### src/hdl/b64enc_pkg.sv
// Shared types, constants and the alphabet mapping for the base64 stream encoder.
package b64enc_pkg;

  localparam int QUEUE_DEPTH_DEFAULT = 2;
  localparam int CHARS_PER_JOB       = 4;

  localparam logic [7:0] PAD_CHAR     = 8'h3D;
  localparam logic [7:0] CHAR_UPPER_A = 8'h41;
  localparam logic [7:0] CHAR_LOWER_A = 8'h61;
  localparam logic [7:0] CHAR_ZERO    = 8'h30;
  localparam logic [7:0] CHAR_PLUS    = 8'h2B;
  localparam logic [7:0] CHAR_SLASH   = 8'h2F;

  typedef struct packed {
    logic [7:0] data_byte;
    logic       final_byte;
  } in_word_t;

  typedef struct packed {
    logic [7:0] out_char;
    logic       run_last;
    logic       stream_last;
  } out_word_t;

  // One input byte's worth of characters, oldest in chars[0].
  typedef struct packed {
    logic [CHARS_PER_JOB-1:0][7:0] chars;
    logic [1:0]                    last_idx;
    logic                          fin;
  } job_t;

  function automatic logic [7:0] sextet_char(input logic [5:0] v);
    logic [7:0] c;
    if (v < 6'd26) begin
      c = CHAR_UPPER_A + {2'b00, v};
    end else if (v < 6'd52) begin
      c = CHAR_LOWER_A + {2'b00, v} - 8'd26;
    end else if (v < 6'd62) begin
      c = CHAR_ZERO + {2'b00, v} - 8'd52;
    end else if (v == 6'd62) begin
      c = CHAR_PLUS;
    end else begin
      c = CHAR_SLASH;
    end
    return c;
  endfunction

endpackage

### src/hdl/b64enc_front.sv
// Front end: takes input bytes, tracks the group position and builds character jobs.
module b64enc_front (
  input  logic               clk,
  input  logic               rst_n,
  input  logic               accept,
  input  b64enc_pkg::in_word_t in_word,
  output b64enc_pkg::job_t   job
);

  localparam logic [1:0] PH_ZERO = 2'd0;
  localparam logic [1:0] PH_ONE  = 2'd1;
  localparam logic [1:0] PH_TWO  = 2'd2;

  logic [1:0] phase_r, phase_nxt;
  logic [3:0] pending_r, pending_nxt;
  logic [7:0] b;

  assign b = in_word.data_byte;

  always_comb begin
    job.chars    = {b64enc_pkg::CHARS_PER_JOB{b64enc_pkg::PAD_CHAR}};
    job.last_idx = 2'd0;
    job.fin      = in_word.final_byte;
    phase_nxt    = PH_ZERO;
    pending_nxt  = 4'd0;
    case (phase_r)
      PH_ONE: begin
        job.chars[0] = b64enc_pkg::sextet_char({pending_r[1:0], b[7:4]});
        pending_nxt  = b[3:0];
        phase_nxt    = PH_TWO;
        if (in_word.final_byte) begin
          job.chars[1] = b64enc_pkg::sextet_char({b[3:0], 2'b00});
          job.last_idx = 2'd2;
        end
      end
      PH_TWO: begin
        job.chars[0] = b64enc_pkg::sextet_char({pending_r[3:0], b[7:6]});
        job.chars[1] = b64enc_pkg::sextet_char(b[5:0]);
        job.last_idx = 2'd1;
      end
      default: begin
        job.chars[0] = b64enc_pkg::sextet_char(b[7:2]);
        pending_nxt  = {2'b00, b[1:0]};
        phase_nxt    = PH_ONE;
        if (in_word.final_byte) begin
          job.chars[1] = b64enc_pkg::sextet_char({b[1:0], 4'b0000});
          job.last_idx = 2'd3;
        end
      end
    endcase
    // the end of a message starts the next one from a clean group
    if (in_word.final_byte) begin
      phase_nxt   = PH_ZERO;
      pending_nxt = 4'd0;
    end
  end

  always_ff @(posedge clk) begin
    if (!rst_n) begin
      phase_r   <= PH_ZERO;
      pending_r <= 4'd0;
    end else if (accept) begin
      phase_r   <= phase_nxt;
      pending_r <= pending_nxt;
    end
  end

  a_fin_clears: assert property (@(posedge clk) disable iff (!rst_n)
    accept && in_word.final_byte |=> phase_r == PH_ZERO && pending_r == 4'd0)
    else $error("state not cleared after final byte");

  a_group_start: assert property (@(posedge clk) disable iff (!rst_n)
    accept && !in_word.final_byte && phase_r == PH_ZERO |=> phase_r == PH_ONE)
    else $error("phase did not advance from group start");

  a_fin_length: assert property (@(posedge clk) disable iff (!rst_n)
    accept && in_word.final_byte && phase_r != PH_TWO |-> job.last_idx != 2'd1)
    else $error("padded tail has wrong length");

endmodule

### src/hdl/b64enc_queue.sv
// Short job queue between the front end and the character emitter.
module b64enc_queue #(
  parameter int DEPTH = b64enc_pkg::QUEUE_DEPTH_DEFAULT
) (
  input  logic             clk,
  input  logic             rst_n,
  input  logic             push,
  input  b64enc_pkg::job_t wdata,
  output logic             full,
  input  logic             pop,
  output b64enc_pkg::job_t rdata,
  output logic             empty
);

  localparam int PW = (DEPTH > 1) ? $clog2(DEPTH) : 1;
  localparam int CW = $clog2(DEPTH + 1);

  b64enc_pkg::job_t mem [DEPTH];
  logic [PW-1:0] wr_ptr_r, rd_ptr_r;
  logic [CW-1:0] count_r;
  logic          do_push, do_pop;

  assign full    = (count_r == CW'(DEPTH));
  assign empty   = (count_r == '0);
  assign do_push = push && !full;
  assign do_pop  = pop && !empty;
  assign rdata   = mem[rd_ptr_r];

  function automatic logic [PW-1:0] wrap_inc(input logic [PW-1:0] p);
    return (p == PW'(DEPTH - 1)) ? '0 : p + 1'b1;
  endfunction

  always_ff @(posedge clk) begin
    if (do_push) begin
      mem[wr_ptr_r] <= wdata;
    end
  end

  always_ff @(posedge clk) begin
    if (!rst_n) begin
      wr_ptr_r <= '0;
      rd_ptr_r <= '0;
      count_r  <= '0;
    end else begin
      if (do_push) begin
        wr_ptr_r <= wrap_inc(wr_ptr_r);
      end
      if (do_pop) begin
        rd_ptr_r <= wrap_inc(rd_ptr_r);
      end
      if (do_push && !do_pop) begin
        count_r <= count_r + 1'b1;
      end else if (do_pop && !do_push) begin
        count_r <= count_r - 1'b1;
      end
    end
  end

  a_count_bound: assert property (@(posedge clk) disable iff (!rst_n)
    count_r <= CW'(DEPTH))
    else $error("queue count beyond depth");

  a_count_up: assert property (@(posedge clk) disable iff (!rst_n)
    do_push && !do_pop |=> count_r == $past(count_r) + 1'b1)
    else $error("queue count did not follow push");

  a_ptr_match: assert property (@(posedge clk) disable iff (!rst_n)
    empty |-> wr_ptr_r == rd_ptr_r)
    else $error("pointers differ on empty queue");

endmodule

### src/hdl/b64enc_back.sv
// Back end: walks each queued job and hands out one character per word.
module b64enc_back (
  input  logic                  clk,
  input  logic                  rst_n,
  input  b64enc_pkg::job_t      job,
  input  logic                  job_empty,
  output logic                  job_pop,
  output b64enc_pkg::out_word_t out_word,
  output logic                  out_valid,
  input  logic                  out_pop
);

  logic [1:0]            idx_r;
  logic                  out_valid_r;
  b64enc_pkg::out_word_t out_r;
  logic                  load, take, at_last;

  assign load      = !out_valid_r || out_pop;
  assign take      = load && !job_empty;
  assign at_last   = (idx_r == job.last_idx);
  assign job_pop   = take && at_last;
  assign out_word  = out_r;
  assign out_valid = out_valid_r;

  always_ff @(posedge clk) begin
    if (take) begin
      out_r.out_char    <= job.chars[idx_r];
      out_r.run_last    <= at_last;
      out_r.stream_last <= at_last && job.fin;
    end
  end

  always_ff @(posedge clk) begin
    if (!rst_n) begin
      idx_r       <= 2'd0;
      out_valid_r <= 1'b0;
    end else if (load) begin
      out_valid_r <= !job_empty;
      if (take) begin
        // advance within the job, restart on the next one
        idx_r <= at_last ? 2'd0 : idx_r + 2'd1;
      end
    end
  end

  a_stream_implies_run: assert property (@(posedge clk) disable iff (!rst_n)
    out_valid_r && out_r.stream_last |-> out_r.run_last)
    else $error("stream end without run end");

  a_idx_in_job: assert property (@(posedge clk) disable iff (!rst_n)
    !job_empty |-> idx_r <= job.last_idx)
    else $error("character index past end of job");

  a_idx_idle: assert property (@(posedge clk) disable iff (!rst_n)
    job_empty |-> idx_r == 2'd0)
    else $error("index left mid-job with queue empty");

endmodule

### src/hdl/base64_stream_encoder.sv
// Base64 stream encoder (standard alphabet, '=' padded): one byte in, one to four
// characters out. A byte is accepted in any cycle while the job queue has room,
// and the output side delivers one character per cycle while the consumer pops each
// character, so the character stage sets the sustained rate of the encoder. The first
// character of a byte passes through the job queue and then the output register before
// it appears on the output.
module base64_stream_encoder #(
  parameter int QUEUE_DEPTH = b64enc_pkg::QUEUE_DEPTH_DEFAULT
) (
  input  logic                  clk,
  input  logic                  rst_n,
  input  logic                  in_push,
  output logic                  in_full,
  input  b64enc_pkg::in_word_t  in_data,
  output logic                  out_empty,
  input  logic                  out_pop,
  output b64enc_pkg::out_word_t out_data
);

  b64enc_pkg::job_t front_job, head_job;
  logic             q_full, q_empty, q_pop, in_accept, out_valid;

  assign in_full   = q_full;
  assign in_accept = in_push && !q_full;
  assign out_empty = !out_valid;

  b64enc_front u_front (
    .clk     (clk),
    .rst_n   (rst_n),
    .accept  (in_accept),
    .in_word (in_data),
    .job     (front_job)
  );

  b64enc_queue #(
    .DEPTH (QUEUE_DEPTH)
  ) u_queue (
    .clk   (clk),
    .rst_n (rst_n),
    .push  (in_accept),
    .wdata (front_job),
    .full  (q_full),
    .pop   (q_pop),
    .rdata (head_job),
    .empty (q_empty)
  );

  b64enc_back u_back (
    .clk       (clk),
    .rst_n     (rst_n),
    .job       (head_job),
    .job_empty (q_empty),
    .job_pop   (q_pop),
    .out_word  (out_data),
    .out_valid (out_valid),
    .out_pop   (out_pop)
  );

endmodule
### config.mk
export PLATFORM = sky130hd
export DESIGN_NAME = base64_stream_encoder
export DESIGN_NICKNAME = d
export VERILOG_FILES = /design/src/hdl/b64enc_pkg.sv /design/src/hdl/b64enc_front.sv /design/src/hdl/b64enc_queue.sv /design/src/hdl/b64enc_back.sv /design/src/hdl/base64_stream_encoder.sv
export SDC_FILE = /design/constraint.sdc
export NUM_CORES = 1
export LEC_CHECK = 0
export BUFFER_PORTS_ARGS = -buffer_cell sky130_fd_sc_hd__buf_2
export CORE_MARGIN = 2
export CORE_UTILIZATION = 55
export DETAILED_ROUTE_END_ITERATION = 10
export PLACE_DENSITY = 0.86
export SYNTH_ARGS = -nofsm -noshare
export SYNTH_HDL_FRONTEND = slang
export SYNTH_SLANG_ARGS = --single-unit
### constraint.sdc
create_clock -name clk -period 2.15 [get_ports clk]
set_input_delay 0.43 -clock clk [delete_from_list [all_inputs] [get_ports clk]]
set_output_delay 0.43 -clock clk [all_outputs]
set_load 0.02 [all_outputs]
==> flow_summary.toml, run 1 <==
[run_status]
status = "finished clean"

[synthesis]
synthTopCellsByArea = "edfxtp_1, ha_1, dfxtp_1"
postSynthAreaPerCell_um2 = 9.412
synth-edff-count = 48
syn-cell-area_um2 = 4452
netlist_instances = 473
synth_nets = 512
ys_async_sr_fraction_pct = 0
seq_area_frac_synth_pct = 38.67
synth_top_cell_by_area = "edfxtp_1"
yosysWarningCount = 0
synth_top_area_share_pct = 32.38
ys_ff_latch = 62
synth_cell_types = 65
ys.flop_type = "edfxtp_1"

[clock_tree]
cts_root_buffer = "clkbuf_8"
htreeDepth = 3
clock_path_buffers = 2
cts_setup_buffers = 0
clock_sinks = 62
cts_tree = "yes"
numCtsBuffers = 9
cts_hold_buf = 0
path_clk_slew_ns = 0.07
clk_latency_ns = 0.34

[detailed_routing]
num_vias = 4121
drtIter0Drc = 424
routed_wirelength_mm = 11.97
drtPass1Iterations = 5
drc = 0
ant_nets = 0
avgRoutedWirePerCell_um = 17.92
via_per_inst = 6.169

[timing]
hold_viol_final = 0
drv_slew = 0
tightest_slew_ns = 0.5816
final-setup-viol-count = 0
fin_ws_ns = 0.09470
grt_setup_unrepaired = "no"
fin_crit_ns = 2.055
fin_crit_sh_pct = 95.60
clock_skew_ns = 0.005857
fmax_mhz = 486.5
relSlewSlack_pct = 61.23

[finish]
layout_common_cells = "buf_4, edfxtp_1, a21oi_1"
final_common_cell = "buf_4"
final_layout_size_suffix_gt1_share_pct = 30.21
regArea_um2 = 1727
antenna_cells = 0
multiInputGateArea_um2 = 2544
layout.nets = 600
area_delta_synth_final_pct = 22.43
num-fill-cells = 598

[global_route]
grt_pass1_vias = 3936
grt_usage_pct = 28.05
antenna_found_initial = 0
gr-total-overflow = 0
grt_max_degree = 21
grt_pass1_wl_mm = 19.34

[power_and_ir_drop]
p_sw_share_pct = 34.00
clockPowerShare_pct = 21.4
leakage_nw = 2.136
combPwrFrac_pct = 38.5
power-per-cell-area_nw_per_um2 = 819.3
p_seq_share_pct = 40.0
total_power_mw = 4.466
p_int_mw = 2.947
vdd_drop_max_mv = 0.3576
power_switching_mw = 1.518

[min_path]
hold_start = "rst_n"
hold_depth = 2
min_path_type = "in -> reg"
hold_end = "u_back.out_valid"

[critical_path]
start_kind = "flop"
slowest_stage = "dfxtp_2"
critPathArrivalTime_ns = 2.20
critPathMostFrequentCell = "buf_4"
cp_cell_sequence = "buf_4 -> ha_1 -> a21oi_4 -> buf_4 -> a21oi_1 -> o21ai_0 -> a221oi_1 -> nor2_1"
critPathTopFamily = "compound AO/OA/AOI/OAI gates"
cp_max_fo = 10
r2r_cells = 8
crit_buf_inv = 2
critPathKind = "reg -> reg"
rr_endpoint = "u_queue.mem[0][9]"
max_stage_delay_ns = 0.36
reg2reg_from = "u_front.pending_r[0]"
end_kind = "flop"
rrSetupSlack_ns = 0.09
crit_required_ns = 2.29

[place]
dp_hpwl_mm = 9.155
globalplace.congestion = 0.9367
dpl_worst_slack_ns = -0.1602
numPortBuffers = 24

[die]
dieHeight_um = 93.97
initial_core_util_pct = 57.31
dieArea_um2 = 8829
core_area_um2 = 7767
rows = 32
ios = 25
die_w_um = 93.97

[run]
drv_cap = 0
[worst reg2reg max path: stages, from the launching register on]
cell and delay, ns:
dfxtp_2 0.36, buf_4 0.16, ha_1 0.23, a21oi_4 0.29
buf_4 0.19, a21oi_1 0.04, o21ai_0 0.22, a221oi_1 0.12
nor2_1 0.26
[registers in the layout (all words and copies together) (netlist names), named ones only]
signal             count
u_front.pending_r      4
u_queue.mem           38
u_queue.rd_ptr_r       1
u_back.idx_r           2
u_queue.wr_ptr_r       1
u_queue.count_r        2
u_back.out_valid       1
u_front.phase_r        2
u_back.out_word       10
[cell usage after synthesis, types with 14 or more instances]
| library cell | n |
|---|---|
| o21ai_0 | 20 |
| nor2b_1 | 18 |
| xnor2_1 | 20 |
| nand3_1 | 15 |
| clkbuf_1 | 17 |
| nor3_1 | 17 |
| ha_1 | 26 |
| inv_1 | 21 |
| a21oi_1 | 40 |
| nor2_1 | 34 |
| edfxtp_1 | 48 |
| dfxtp_1 | 14 |
| nand2_1 | 32 |
[through the flow]
| stage | hold slack [ns] | instance area [um^2] | TNS [ns] | util, % | instances |
|---|---|---|---|---|---|
| final | 0.4208 | 5450 | 0 | 70.17 | 668 |
| after global routing | 0.4450 | 5450 | 0 | 70.17 | 668 |
| after CTS | 0.4134 | 5416 | 0 | 69.73 | 668 |
| after detailed placement | 0.5468 | 5220 | -2.420 | 67.20 | 652 |
| after global placement | 0.5042 | 5220 | -0.7294 | 67.20 | 652 |
| after floorplan | 0.4860 | 4496 | 0 | - | 473 |
[kinds of logic after synthesis]
group	share of synthesized area (%)
buffers and inverters	5.481
XOR/XNOR	4.328
flip-flops	38.67
adder cells (fa/ha/maj)	7.307
AND/OR/NAND/NOR	17.37
AO/OA/AOI/OAI	20.97
multiplexers	5.874
[routing by layer]
| layer | GRT usage [%] | vias to the layer above | part of all wire (%) |
|---|---|---|---|
| li1 | - | 1930 | - |
| met4 | 9.783 | 0 | 2.4 |
| met3 | 3.531 | 36 | 7.2 |
| met2 | 46.79 | 189 | 48 |
| met1 | 37.68 | 1966 | 42 |
| met5 | 0 | - | 0 |
[worst max path at each step]
stage | from | endpoint | cells after the start
after floorplan | u_front.pending_r[1] | u_queue.mem[0][7] | 10
after global placement | in_data[2] | u_queue.mem[1][16] | 8
after detailed placement | in_data[7] | u_queue.mem[1][9] | 10
after CTS | u_front.pending_r[0] | u_queue.mem[0][5] | 8
after global routing | u_front.pending_r[1] | u_queue.mem[0][7] | 9
final | u_front.pending_r[0] | u_queue.mem[0][9] | 8
[cell type report]
class	count	share of cell area, %
Multi-Input combinational cell	354	46.67
Sequential cell	62	31.68
Timing Repair Buffer	110	14.05
Clock buffer	11	2.984
Tap cell	102	2.342
Inverter	24	1.699
Clock inverter	5	0.5739
[power by group through the flow]
stage	logic, mW	clock network (mW)	registers (mW)
5_1_grt	1.87	1.02	1.82
3_3_place_gp	1.63	0	1.79
2_1_floorplan	1.04	0	1.90
4_1_cts	1.70	0.972	1.79
3_5_place_dp	1.69	0	1.81
6_report	1.72	0.958	1.79
[what timing repair did]
item / CTS / global route
resized for setup: 2 / 13
setup endpoints to repair: 8 / 17
pin swaps: 0 / 2
hold endpoints to repair: 0 / 0
No activity file was read; power rests on OpenSTA's default activity.
==> run 2: changes to the inputs <==
--- a/config.mk
+++ b/config.mk
@@ -10,2 +10,3 @@
 export CORE_UTILIZATION = 55
+export CTS_BUF_LIST = sky130_fd_sc_hd__clkbuf_8
 export DETAILED_ROUTE_END_ITERATION = 10
==> constraint.sdc (replaced) <==
create_clock -name clk -period 1.7 [get_ports clk]
set_input_delay 0.085 -clock clk [delete_from_list [all_inputs] [get_ports clk]]
set_output_delay 0.085 -clock clk [all_outputs]
set_load 0.02 [all_outputs]
==> flow_summary.toml, run 2 (synthesis results as in run 1) <==
[run_status]
status = "complete, but fails checks"
violations = "setup timing"

[timing]
fin_crit_ns = 1.969
holdWs_ns = 0.07723
fmax_mhz = 508.0
final-setup-viol-count = 17
setup-tns-final_ns = -3.051
fin_ws_ns = -0.2686
hold_viol_final = 0
tightest_slew_ns = 0.4210
relSlewSlack_pct = 71.49
grt_setup_unrepaired = "yes"
clock_skew_ns = 0.01422
drv_slew = 0
fin_crit_sh_pct = 115.8

[die]
dieArea_um2 = 8829
core_area_um2 = 7767
ios = 25
dieHeight_um = 93.97
die_w_um = 93.97
initial_core_util_pct = 57.31
rows = 32

[global_route]
gr-total-overflow = 0
grt_pass1_wl_mm = 21.66
antenna_found_initial = 0
grt_usage_pct = 31.97
grt_pass1_vias = 4361
grt_max_degree = 20

[finish]
final_layout_size_suffix_gt1_share_pct = 43.70
largest_reg_flops = 38
antenna_cells = 0
final_common_cell = "buf_4"
layout_common_cells = "buf_4, edfxtp_1, a21oi_1, nor2_1, nand2_1"
final_cells = 713
top_register = "u_queue.mem"
layout.nets = 645
area_delta_synth_final_pct = 39.21

[place]
globalplace.congestion = 1.003
numPortBuffers = 24
dp_hpwl_mm = 10.02
dp.cells = 692
dpl_worst_slack_ns = -0.3638

[power_and_ir_drop]
power-per-cell-area_nw_per_um2 = 1017
total_power_mw = 6.306
clockPowerShare_pct = 23.8
leakage_nw = 2.441
p_sw_share_pct = 34.89
vdd_drop_max_mv = 0.5360
combPwrFrac_pct = 40.3
p_int_mw = 4.105
p_seq_share_pct = 35.9
power_switching_mw = 2.200

[detailed_routing]
drtIter0Drc = 388
avgRoutedWirePerCell_um = 19.80
wl_met2_mm = 7.160
drtPass1Iterations = 5
via_per_inst = 6.177
num_vias = 4404
drc = 0
ant_nets = 0
met1_length_mm = 5.378
routed_wirelength_mm = 14.12
dr_wl_met3_mm = 1.092
top_layer_used = "met4"

[critical_path]
crit_required_ns = 1.80
slowest_stage = "dfxtp_4"
end_kind = "flop"
cp_max_fo = 5
cp_cell_sequence = "ha_4 -> buf_6 -> a21oi_4 -> nand2_2 -> a211oi_2 -> a21oi_2 -> a32o_1 -> mux2_4"
critPathArrivalTime_ns = 2.07
start_kind = "flop"
max_stage_delay_ns = 0.38
critPathKind = "reg -> reg"

[clock_tree]
clk_latency_ns = 0.35
numCtsBuffers = 9
cts_root_buffer = "clkbuf_8"
clock_path_buffers = 2
cts_tree = "yes"
path_clk_slew_ns = 0.09
htreeDepth = 3
clock_sinks = 62

[run]
drv_cap = 0

[min_path]
min_path_type = "in -> reg"
==> run 2: cell count changes in the layout (fill, tap and decap cells not counted), moves of 4 or more <==
cell and delta:
buf_4 +38, a21oi_1 -7, a21oi_2 +6, ha_1 -6, nor3_1 -6, ha_4 +5, nor3_2 +5, nor2b_1 -4
==> run 2: worst paths after layout <==
path,from,end,slack (ns),cells past startpoint
worst min-delay path,rst_n,u_queue.wr_ptr_r,0.08,2
worst min register to register,u_queue.count_r[1],u_queue.count_r[1],0.53,2
worst max-delay path,u_front.pending_r[1],u_queue.mem[0][7],-0.27,8
worst max register to register,u_front.pending_r[1],u_queue.mem[0][7],-0.27,8
==> run 2: cell type report <==
class,count,area [um^2]
multi-input combinational,355,2879
sequential,62,1735
fill,507,1570
timing repair buffer,154,1140
tap,102,127.6
clock buffer,9,123.9
inverter,24,97.59
clock inverter,7,93.84
==> run 2: through the flow <==
| stage | cell area [um^2] | utilization [%] |
|---|---|---|
| after floorplan | 4643 | - |
| after global routing | 6197 | 79.78 |
| after detailed placement | 5660 | 72.87 |
| after CTS | 6020 | 77.50 |
| after global placement | 5660 | 72.87 |
| final | 6197 | 79.78 |
==> run 2: timing repair <==
action | CTS | global route
buffers inserted | 3 | 2
gates resized for setup | 26 | 33
hold buffers | 0 | 0
pin swaps | 14 | 11
setup endpoints to repair | 22 | 30
cloned | 1 | 0
==> run 2: routing by layer <==
metal / vias to the layer above / track usage [%]
met1: 2082 / 39.82
met2: 246 / 55.36
met4: 0 / 13.41
li1: 2026 / -
met3: 50 / 4.655
met5: - / 0
==> run 2: power groups by stage <==
stage | registers (mW) | clock network [mW] | logic (mW)
after floorplan | 2.41 | 0 | 1.41
after global placement | 2.26 | 0 | 2.28
after detailed placement | 2.28 | 0 | 2.39
after CTS | 2.26 | 1.50 | 2.45
after global routing | 2.29 | 1.56 | 2.73
final | 2.26 | 1.50 | 2.54
==> run 2: worst max-delay path, delay by kind of cell (launching register included) <==
kind | cells | cell delay, ns
and+or+nand+nor | 1 | 0.11
buffers and inverters | 1 | 0.13
AOI/OAI and AO/OA | 4 | 0.63
muxes | 1 | 0.28
adders and majority gates | 1 | 0.19
DFF | 1 | 0.38
